File: src/design/bdhs_pkg.sv
// Shared constants, request record and sequencer states for the brush span generator.
package bdhs_pkg;

    localparam int MAX_RADIUS = 31;
    localparam int RAD_W      = 5;
    localparam int MAX_CANVAS = 4096;
    localparam int CANVAS_W   = 13;
    localparam int COORD_W    = 14;
    localparam int POS_W      = 15;
    localparam int OUT_W      = 12;
    localparam int LIM_W      = 10;
    localparam int CFG_IDX_W  = 2;
    localparam int CFG_DATA_W = 13;

    localparam logic [CFG_IDX_W-1:0] REG_CANVAS_WIDTH  = 2'd0;
    localparam logic [CFG_IDX_W-1:0] REG_CANVAS_HEIGHT = 2'd1;
    localparam logic [CFG_IDX_W-1:0] REG_HEX_GRID      = 2'd2;

    localparam logic [CANVAS_W-1:0] CANVAS_RESET = 13'd256;
    localparam logic [CANVAS_W-1:0] CANVAS_LIMIT = 13'd4096;

    // One queued brush request: centre, clamped radius and r*r + r
    typedef struct packed {
        logic signed [COORD_W-1:0] cx;
        logic signed [COORD_W-1:0] cy;
        logic [RAD_W-1:0]          r;
        logic [LIM_W-1:0]          lim;
    } bdhs_req_t;

    typedef enum logic [1:0] {
        BK_IDLE,
        BK_SWEEP,
        BK_FINISH
    } bk_state_t;

endpackage

File: src/design/bdhs_front.sv
// Front end: accepts brush requests, clamps the radius and queues them in a two-entry FIFO.
module bdhs_front (
    input  logic                                clk,
    input  logic                                rst_n,
    input  logic                                in_valid,
    output logic                                in_stall,
    input  logic signed [bdhs_pkg::COORD_W-1:0] centre_col,
    input  logic signed [bdhs_pkg::COORD_W-1:0] centre_row,
    input  logic signed [5:0]                   brush_radius,
    output logic                                q_valid,
    output bdhs_pkg::bdhs_req_t                 q_data,
    input  logic                                q_pop
);
    import bdhs_pkg::*;

    bdhs_req_t        fifo_reg [2];
    logic             wr_ptr_reg, wr_ptr_next;
    logic             rd_ptr_reg, rd_ptr_next;
    logic [1:0]       cnt_reg, cnt_next;
    logic             push, pop;
    logic [RAD_W-1:0] r_clamp;
    bdhs_req_t        new_req;

    // radius clamp: negative to zero, large values saturate at MAX_RADIUS
    assign r_clamp = brush_radius[5] ? '0 :
                     (brush_radius > 6'(MAX_RADIUS)) ? RAD_W'(MAX_RADIUS) :
                     brush_radius[RAD_W-1:0];

    always_comb
    begin
        new_req.cx  = centre_col;
        new_req.cy  = centre_row;
        new_req.r   = r_clamp;
        new_req.lim = {5'b0, r_clamp} * {5'b0, r_clamp} + {5'b0, r_clamp};
    end

    assign in_stall = (cnt_reg == 2'd2);
    assign push     = in_valid && !in_stall;
    assign pop      = q_pop && (cnt_reg != 2'd0);
    assign q_valid  = (cnt_reg != 2'd0);
    assign q_data   = fifo_reg[rd_ptr_reg];

    // pointer and fill count update
    always_comb
    begin
        wr_ptr_next = push ? ~wr_ptr_reg : wr_ptr_reg;
        rd_ptr_next = pop ? ~rd_ptr_reg : rd_ptr_reg;
        cnt_next    = cnt_reg + {1'b0, push} - {1'b0, pop};
    end

    always_ff @(posedge clk or negedge rst_n)
    begin
        if (!rst_n)
        begin
            wr_ptr_reg <= 1'b0;
            rd_ptr_reg <= 1'b0;
            cnt_reg    <= 2'd0;
        end
        else
        begin
            wr_ptr_reg <= wr_ptr_next;
            rd_ptr_reg <= rd_ptr_next;
            cnt_reg    <= cnt_next;
        end
    end

    // queue storage
    always_ff @(posedge clk)
    begin
        if (push)
        begin
            fifo_reg[wr_ptr_reg] <= new_req;
        end
    end

endmodule

File: src/design/bdhs_back.sv
// Back end: sweeps the rows of one request, tracks the disc half width in round mode and emits clipped spans.
module bdhs_back (
    input  logic                                 clk,
    input  logic                                 rst_n,
    input  logic                                 q_valid,
    input  bdhs_pkg::bdhs_req_t                  q_data,
    output logic                                 q_pop,
    input  logic [bdhs_pkg::CANVAS_W-1:0]        canvas_w,
    input  logic [bdhs_pkg::CANVAS_W-1:0]        canvas_h,
    input  logic                                 hex_mode,
    output logic                                 out_valid,
    input  logic                                 out_stall,
    output logic [bdhs_pkg::OUT_W-1:0]           span_first_col,
    output logic [bdhs_pkg::OUT_W-1:0]           span_last_col,
    output logic [bdhs_pkg::OUT_W-1:0]           span_row,
    output logic                                 no_span,
    output logic                                 last_span
);
    import bdhs_pkg::*;

    bk_state_t          state_reg, state_next;
    bdhs_req_t          req_reg, req_next;
    logic signed [5:0]  dy_reg, dy_next;
    logic [5:0]         h_reg, h_next;
    logic               held_valid_reg, held_valid_next;
    logic [OUT_W-1:0]   held_first_reg, held_first_next;
    logic [OUT_W-1:0]   held_last_reg, held_last_next;
    logic [OUT_W-1:0]   held_row_reg, held_row_next;
    logic               out_valid_reg, out_valid_next;
    logic [OUT_W-1:0]   out_first_reg, out_first_next;
    logic [OUT_W-1:0]   out_last_reg, out_last_next;
    logic [OUT_W-1:0]   out_row_reg, out_row_next;
    logic               out_none_reg, out_none_next;
    logic               out_fin_reg, out_fin_next;

    logic signed [6:0]  r_s, dy_s, lo, hi;
    logic [RAD_W-1:0]   dy_abs;
    logic [LIM_W-1:0]   dy_sq;
    logic [5:0]         h_p1, h_p2, h_m1;
    logic [11:0]        sum_h0, sum_p1, sum_p2, sum_m1, lim12;
    logic [5:0]         h_row, h_step;
    logic               row_done;
    logic signed [POS_W-1:0] x0, x1, x0c, x1c, y, w_s, hgt_s;
    logic               survive, need_emit, emit_ok, at_last_row;

    assign r_s    = signed'({2'b00, req_reg.r});
    assign dy_s   = 7'(dy_reg);
    assign dy_abs = dy_reg[5] ? RAD_W'(-dy_reg) : dy_reg[RAD_W-1:0];
    assign dy_sq  = {5'b0, dy_abs} * {5'b0, dy_abs};
    assign lim12  = {2'b00, req_reg.lim};

    // candidate half widths and their squared distances
    assign h_p1   = h_reg + 6'd1;
    assign h_p2   = h_reg + 6'd2;
    assign h_m1   = h_reg - 6'd1;
    assign sum_h0 = {6'b0, h_reg} * {6'b0, h_reg} + {2'b00, dy_sq};
    assign sum_p1 = {6'b0, h_p1} * {6'b0, h_p1} + {2'b00, dy_sq};
    assign sum_p2 = {6'b0, h_p2} * {6'b0, h_p2} + {2'b00, dy_sq};
    assign sum_m1 = {6'b0, h_m1} * {6'b0, h_m1} + {2'b00, dy_sq};

    // half width walk: grows over the upper half, shrinks below centre, two steps a cycle
    always_comb
    begin
        h_row    = h_reg;
        h_step   = h_reg;
        row_done = 1'b1;
        if (!hex_mode)
        begin
            if (!dy_reg[5] && (dy_reg != 6'sd0))
            begin
                priority if (!((h_reg != 6'd0) && (sum_h0 > lim12)))
                    h_row = h_reg;
                else if (!((h_reg > 6'd1) && (sum_m1 > lim12)))
                    h_row = h_m1;
                else
                begin
                    h_step   = h_reg - 6'd2;
                    row_done = 1'b0;
                end
            end
            else
            begin
                priority if (!(sum_p1 <= lim12))
                    h_row = h_reg;
                else if (!(sum_p2 <= lim12))
                    h_row = h_p1;
                else
                begin
                    h_step   = h_p2;
                    row_done = 1'b0;
                end
            end
        end
    end

    // column extent of the row, relative to the centre
    always_comb
    begin
        if (hex_mode)
        begin
            lo = dy_reg[5] ? (-r_s - dy_s) : -r_s;
            hi = (!dy_reg[5] && (dy_reg != 6'sd0)) ? (r_s - dy_s) : r_s;
        end
        else
        begin
            lo = -signed'({1'b0, h_row});
            hi = signed'({1'b0, h_row});
        end
    end

    // clipping against the canvas
    always_comb
    begin
        w_s   = signed'({2'b00, canvas_w});
        hgt_s = signed'({2'b00, canvas_h});
        x0    = POS_W'(req_reg.cx) + POS_W'(lo);
        x1    = POS_W'(req_reg.cx) + POS_W'(hi);
        y     = POS_W'(req_reg.cy) + POS_W'(dy_reg);
        x0c   = x0[POS_W-1] ? '0 : x0;
        x1c   = (x1 >= w_s) ? (w_s - POS_W'(1)) : x1;
        survive = !y[POS_W-1] && (y < hgt_s) && (x0c <= x1c);
    end

    assign emit_ok     = !out_valid_reg || !out_stall;
    assign need_emit   = row_done && survive && held_valid_reg;
    assign at_last_row = (dy_s == r_s);

    // sequencer: next state, span hold stage and output register
    always_comb
    begin
        state_next      = state_reg;
        req_next        = req_reg;
        dy_next         = dy_reg;
        h_next          = h_reg;
        held_valid_next = held_valid_reg;
        held_first_next = held_first_reg;
        held_last_next  = held_last_reg;
        held_row_next   = held_row_reg;
        out_valid_next  = out_valid_reg && out_stall;
        out_first_next  = out_first_reg;
        out_last_next   = out_last_reg;
        out_row_next    = out_row_reg;
        out_none_next   = out_none_reg;
        out_fin_next    = out_fin_reg;
        q_pop           = 1'b0;

        unique case (state_reg)
            BK_IDLE:
            begin
                if (q_valid)
                begin
                    q_pop           = 1'b1;
                    req_next        = q_data;
                    dy_next         = -signed'({1'b0, q_data.r});
                    h_next          = 6'd0;
                    held_valid_next = 1'b0;
                    state_next      = BK_SWEEP;
                end
            end
            BK_SWEEP:
            begin
                if (!need_emit || emit_ok)
                begin
                    if (row_done)
                    begin
                        h_next = h_row;
                        if (need_emit)
                        begin
                            out_valid_next = 1'b1;
                            out_first_next = held_first_reg;
                            out_last_next  = held_last_reg;
                            out_row_next   = held_row_reg;
                            out_none_next  = 1'b0;
                            out_fin_next   = 1'b0;
                        end
                        if (survive)
                        begin
                            held_valid_next = 1'b1;
                            held_first_next = x0c[OUT_W-1:0];
                            held_last_next  = x1c[OUT_W-1:0];
                            held_row_next   = y[OUT_W-1:0];
                        end
                        if (at_last_row)
                            state_next = BK_FINISH;
                        else
                            dy_next = dy_reg + 6'sd1;
                    end
                    else
                    begin
                        h_next = h_step;
                    end
                end
            end
            BK_FINISH:
            begin
                if (emit_ok)
                begin
                    out_valid_next = 1'b1;
                    out_fin_next   = 1'b1;
                    if (held_valid_reg)
                    begin
                        out_first_next = held_first_reg;
                        out_last_next  = held_last_reg;
                        out_row_next   = held_row_reg;
                        out_none_next  = 1'b0;
                    end
                    else
                    begin
                        out_first_next = '0;
                        out_last_next  = '0;
                        out_row_next   = '0;
                        out_none_next  = 1'b1;
                    end
                    held_valid_next = 1'b0;
                    state_next      = BK_IDLE;
                end
            end
            default:
            begin
                state_next = BK_IDLE;
            end
        endcase
    end

    // control state
    always_ff @(posedge clk or negedge rst_n)
    begin
        if (!rst_n)
        begin
            state_reg      <= BK_IDLE;
            held_valid_reg <= 1'b0;
            out_valid_reg  <= 1'b0;
        end
        else
        begin
            state_reg      <= state_next;
            held_valid_reg <= held_valid_next;
            out_valid_reg  <= out_valid_next;
        end
    end

    // payload registers
    always_ff @(posedge clk)
    begin
        req_reg        <= req_next;
        dy_reg         <= dy_next;
        h_reg          <= h_next;
        held_first_reg <= held_first_next;
        held_last_reg  <= held_last_next;
        held_row_reg   <= held_row_next;
        out_first_reg  <= out_first_next;
        out_last_reg   <= out_last_next;
        out_row_reg    <= out_row_next;
        out_none_reg   <= out_none_next;
        out_fin_reg    <= out_fin_next;
    end

    assign out_valid      = out_valid_reg;
    assign span_first_col = out_first_reg;
    assign span_last_col  = out_last_reg;
    assign span_row       = out_row_reg;
    assign no_span        = out_none_reg;
    assign last_span      = out_fin_reg;

endmodule

File: src/design/brush_disc_hex_span_generator.sv
// A request is written into the queue, then loaded into the sequencer's request register.
// A span waits in the hold stage until a later row survives or the sweep ends, then moves
// to the output register; out_stall can delay this. The sequencer sweeps rows -r to +r of
// one request at a time, walking the half width in round mode, then pops the next request.
// A two-entry request queue lets new requests in while a sweep runs.
// Reset (rst_n, async low): queue and sequencer empty, canvas 256 x 256, round brush.
module brush_disc_hex_span_generator (
    input  logic                                  clk,
    input  logic                                  rst_n,
    input  logic                                  in_valid,
    output logic                                  in_stall,
    input  logic signed [bdhs_pkg::COORD_W-1:0]   centre_col,
    input  logic signed [bdhs_pkg::COORD_W-1:0]   centre_row,
    input  logic signed [5:0]                     brush_radius,
    output logic                                  out_valid,
    input  logic                                  out_stall,
    output logic [bdhs_pkg::OUT_W-1:0]            span_first_col,
    output logic [bdhs_pkg::OUT_W-1:0]            span_last_col,
    output logic [bdhs_pkg::OUT_W-1:0]            span_row,
    output logic                                  no_span,
    output logic                                  last_span,
    input  logic                                  cfg_valid,
    output logic                                  cfg_ready,
    input  logic [bdhs_pkg::CFG_IDX_W-1:0]        cfg_index,
    input  logic [bdhs_pkg::CFG_DATA_W-1:0]       cfg_data
);
    import bdhs_pkg::*;

    logic [CANVAS_W-1:0] canvas_width_reg;
    logic [CANVAS_W-1:0] canvas_height_reg;
    logic                hex_grid_reg;
    logic [CANVAS_W-1:0] canvas_w, canvas_h;
    logic                q_valid, q_pop;
    bdhs_req_t           q_data;

    assign cfg_ready = 1'b1;

    // configuration registers
    always_ff @(posedge clk or negedge rst_n)
    begin
        if (!rst_n)
        begin
            canvas_width_reg  <= CANVAS_RESET;
            canvas_height_reg <= CANVAS_RESET;
            hex_grid_reg      <= 1'b0;
        end
        else if (cfg_valid && cfg_ready)
        begin
            unique case (cfg_index)
                REG_CANVAS_WIDTH:  canvas_width_reg  <= cfg_data;
                REG_CANVAS_HEIGHT: canvas_height_reg <= cfg_data;
                REG_HEX_GRID:      hex_grid_reg      <= cfg_data[0];
                default:           ;
            endcase
        end
    end

    // canvas size saturates at the largest supported canvas
    assign canvas_w = (canvas_width_reg > CANVAS_LIMIT) ? CANVAS_LIMIT : canvas_width_reg;
    assign canvas_h = (canvas_height_reg > CANVAS_LIMIT) ? CANVAS_LIMIT : canvas_height_reg;

    bdhs_front u_front (
        .clk          (clk),
        .rst_n        (rst_n),
        .in_valid     (in_valid),
        .in_stall     (in_stall),
        .centre_col   (centre_col),
        .centre_row   (centre_row),
        .brush_radius (brush_radius),
        .q_valid      (q_valid),
        .q_data       (q_data),
        .q_pop        (q_pop)
    );

    bdhs_back u_back (
        .clk            (clk),
        .rst_n          (rst_n),
        .q_valid        (q_valid),
        .q_data         (q_data),
        .q_pop          (q_pop),
        .canvas_w       (canvas_w),
        .canvas_h       (canvas_h),
        .hex_mode       (hex_grid_reg),
        .out_valid      (out_valid),
        .out_stall      (out_stall),
        .span_first_col (span_first_col),
        .span_last_col  (span_last_col),
        .span_row       (span_row),
        .no_span        (no_span),
        .last_span      (last_span)
    );

endmodule
File: config.mk
export PLATFORM = sky130hd
export DESIGN_NAME = brush_disc_hex_span_generator
export DESIGN_NICKNAME = d
export VERILOG_FILES = /design/src/design/bdhs_pkg.sv /design/src/design/bdhs_front.sv /design/src/design/bdhs_back.sv /design/src/design/brush_disc_hex_span_generator.sv
export SDC_FILE = /design/constraint.sdc
export NUM_CORES = 1
export LEC_CHECK = 0
export ABC_CLOCK_PERIOD_IN_PS = 19800
export BUFFER_PORTS_ARGS = -buffer_cell sky130_fd_sc_hd__buf_2
export CORE_AREA = 5 5 240 242
export DETAILED_ROUTE_END_ITERATION = 12
export DIE_AREA = 0 0 245 247
export HOLD_SLACK_MARGIN = 0.1
export SYNTH_ARGS = -nofsm -noshare
export SYNTH_HDL_FRONTEND = slang
export SYNTH_SLANG_ARGS = --single-unit
export TNS_END_PERCENT = 5
File: constraint.sdc
create_clock -name clk -period 19.8 [get_ports clk]
set_clock_uncertainty 0.1 [all_clocks]
set_input_delay 0.99 -clock clk [delete_from_list [all_inputs] [get_ports clk]]
set_output_delay 0.99 -clock clk [all_outputs]
set_load 0.05 [all_outputs]
==> impl_metrics.env <==
export IMPL_cts_root_buf="clkbuf_16"
export IMPL_critPathMaxStageDelay_ns=0.97
export IMPL_cp_end_kind="flop"
export IMPL_die_y_microns=247
export IMPL_vias=13300
export IMPL_setup_tns_ns=0
export IMPL_cts_tree="built"
export IMPL_start_kind="flop"
export IMPL_post_cts_buffers=0
export IMPL_crit_slowest_cell="edfxtp_1"
export IMPL_largest_reg_flops=84
export IMPL_ys_ff_latch=247
export IMPL_cp_required_ns=19.87
export IMPL_status="finished, final reports clean"
export IMPL_clk_latency_ns=0.56
export IMPL_grt_pass1_wl_microns=73800
export IMPL_grt_ovfl_total=0
export IMPL_grt_antenna_before_repair=1
export IMPL_finalCritPeriodShare_pct=81.7
export IMPL_yosysTopAreaCellShare_pct=33.4
export IMPL_top_level_ports=95
export IMPL_drv_cap=0
export IMPL_drive_above_1_share_pct=13.9
export IMPL_synthesis_area_sq_um=19000
export IMPL_place_congestion=0.944
export IMPL_hold_violations=0
export IMPL_yosys_top_cells_area="edfxtp_1 (33%), ha_1 (15%), fa_1 (7.8%)"
export IMPL_syn_to_final_growth_pct=11.9
export IMPL_wire_per_inst_microns=17.7
export IMPL_worstHoldStart="hex_grid_reg"
export IMPL_reg2reg_to="u_back.span_row[9]"
export IMPL_worst_r2r_setup_slack_ns=3.62
export IMPL_placementRows=86
export IMPL_timing_rr_start="u_back.dy_reg[5]"
export IMPL_clockBufferDepth=3
export IMPL_synth_ff_type="edfxtp_1"
export IMPL_setup_violations_final=0
export IMPL_ctsResizeCount=0
export IMPL_start_util_pct=34.7
export IMPL_cp_arrival_ns=16.25
export IMPL_grt_pass1_vias=13400
export IMPL_grt_usage_pct=15.1
export IMPL_min_path_cells=1
export IMPL_htreeDepth=1
export IMPL_wirelength_microns=46000
export IMPL_hold_class="reg2reg"
export IMPL_critPathMaxFanout=38
export IMPL_path_clk_slew_ns=0.06
export IMPL_dp_hpwl_microns=37200
export IMPL_fin_nets=2240
export IMPL_drc=0
export IMPL_synth_edf_count=212
export IMPL_avgSynthCellArea_sq_um=10.7
export IMPL_numCtsBuffers=28
export IMPL_yosys_warnings=0
export IMPL_rsz0062_at_grt="false"
export IMPL_syn_inst=1783
export IMPL_drv_slew=0
export IMPL_final_cell_mix="ha_1 (234), edfxtp_1 (212), inv_1 (185)"
export IMPL_die_area_sq_um=60500
export IMPL_r2r_worst_path_cells=60
export IMPL_ys_seq_area_share_pct=38.0
export IMPL_antenna_cells=0
export IMPL_clock_sinks=247
export IMPL_synth_distinct_cells=86
export IMPL_synth_net_count=2145
export IMPL_clock_fmax_ghz=0.0618
export IMPL_fin_crit_ns=16.18
export IMPL_critPathKind="reg2reg"
export IMPL_worst_slew_pin_slew_ns=1.02
export IMPL_grt_max_degree=45
export IMPL_die_w_microns=245
export IMPL_core_area_sq_um=54900
export IMPL_yosysTopAreaCell="edfxtp_1"
export IMPL_dr_pass1_iters=5
export IMPL_port_buffers=93
export IMPL_final_common_cell="ha_1"
export IMPL_ant_nets=0
export IMPL_async_flop_share_pct=14.2
export IMPL_slew_headroom_pct=32.1
export IMPL_drt_iter0_markers=776
export IMPL_via_per_inst=5.10
export IMPL_ctsHoldBuffers=0
export IMPL_min_to="hex_grid_reg"
worst max-delay path: cells and delay by family, from the launching register on:
family                     cells  cell delay, ns
DFF                            1            0.97
adders and majority gates     10            3.98
xor gates and xnor gates       5            1.40
muxes                          1            0.39
buffers and inverters          3            0.39
and+or+nand+nor               14            2.66
AOI/OAI and AO/OA             27            5.86
how the worst max path moves through the flow:
stage,to,start,depth (start not counted),slack [ns]
floorplan,u_back.held_first_reg[0],u_back.dy_reg[0],62,3.49
global placement,u_back.span_row[10],u_back.dy_reg[5],60,4.20
detailed placement,u_back.span_last_col[9],u_back.dy_reg[5],60,3.63
CTS,u_back.span_last_col[7],u_back.dy_reg[5],60,3.57
global route,u_back.span_row[11],u_back.dy_reg[5],59,2.31
finish,u_back.span_row[9],u_back.dy_reg[5],60,3.62
routing by layer:
metal  part of all wire (%)  track usage, %
met1                     48            21.5
met2                     45            24.6
met3                    4.1            1.88
met4                    2.3            3.48
met5                      0               0
final cells by class:
| class | instances | area, sq um |
|---|---|---|
| clock buffers | 30 | 718 |
| clock inverters | 22 | 244 |
| fillers | 5343 | 33600 |
| inverters | 187 | 702 |
| multi-input cells | 1306 | 10900 |
| flip-flops and latches | 247 | 7250 |
| well taps | 704 | 881 |
| repair buffers | 108 | 578 |
cells by family after synthesis:
logic type	count (synthesis)	synth area share (%)
adders and majority gates	308	23.2
DFF	247	38.0
and+or+nand+nor	449	11.6
muxes	89	5.14
xor gates and xnor gates	128	5.89
other	1	0.0197
AOI/OAI and AO/OA	331	11.5
buffers and inverters	230	4.62
synth_stat cells (4+ instances only):
cell type,count
ha_1,234
edfxtp_1,212
inv_1,185
nor2_1,131
nand2_1,109
xnor2_1,97
a21oi_1,82
fa_1,74
mux2_2,70
o21ai_0,69
and2_1,50
a21o_1,39
dfrtp_1,33
clkbuf_1,31
xor2_1,31
nand3_1,26
nor2b_1,26
nand2b_1,24
nor3_1,20
mux2i_1,19
o21a_1,17
a211oi_1,15
o21bai_1,12
a31oi_1,10
nand4_1,10
nor4_1,10
o211ai_1,9
a21boi_0,7
or3_1,7
a221oi_1,6
and3_1,6
buf_2,6
o31ai_1,6
o22ai_1,5
or2_2,5
a2111oi_0,4
a31o_2,4
nand3b_1,4
o211a_1,4
o21ai_1,4
o31a_1,4
through the flow:
stage	setup slack, ns	area [sq um]	hold WS [ns]	util, %	instances
floorplan	3.49	19000	0.361	-	1783
global placement	4.20	20400	0.385	37.1	2552
finish	3.62	21300	0.411	38.8	2604
detailed placement	3.63	20400	0.399	37.1	2552
global route	2.31	21300	0.437	38.8	2604
CTS	3.57	21300	0.412	38.8	2604
Power is left out: the tool's default activity adds up to more than one toggle a clock period on the data nets, which glitch-free logic cannot reach.
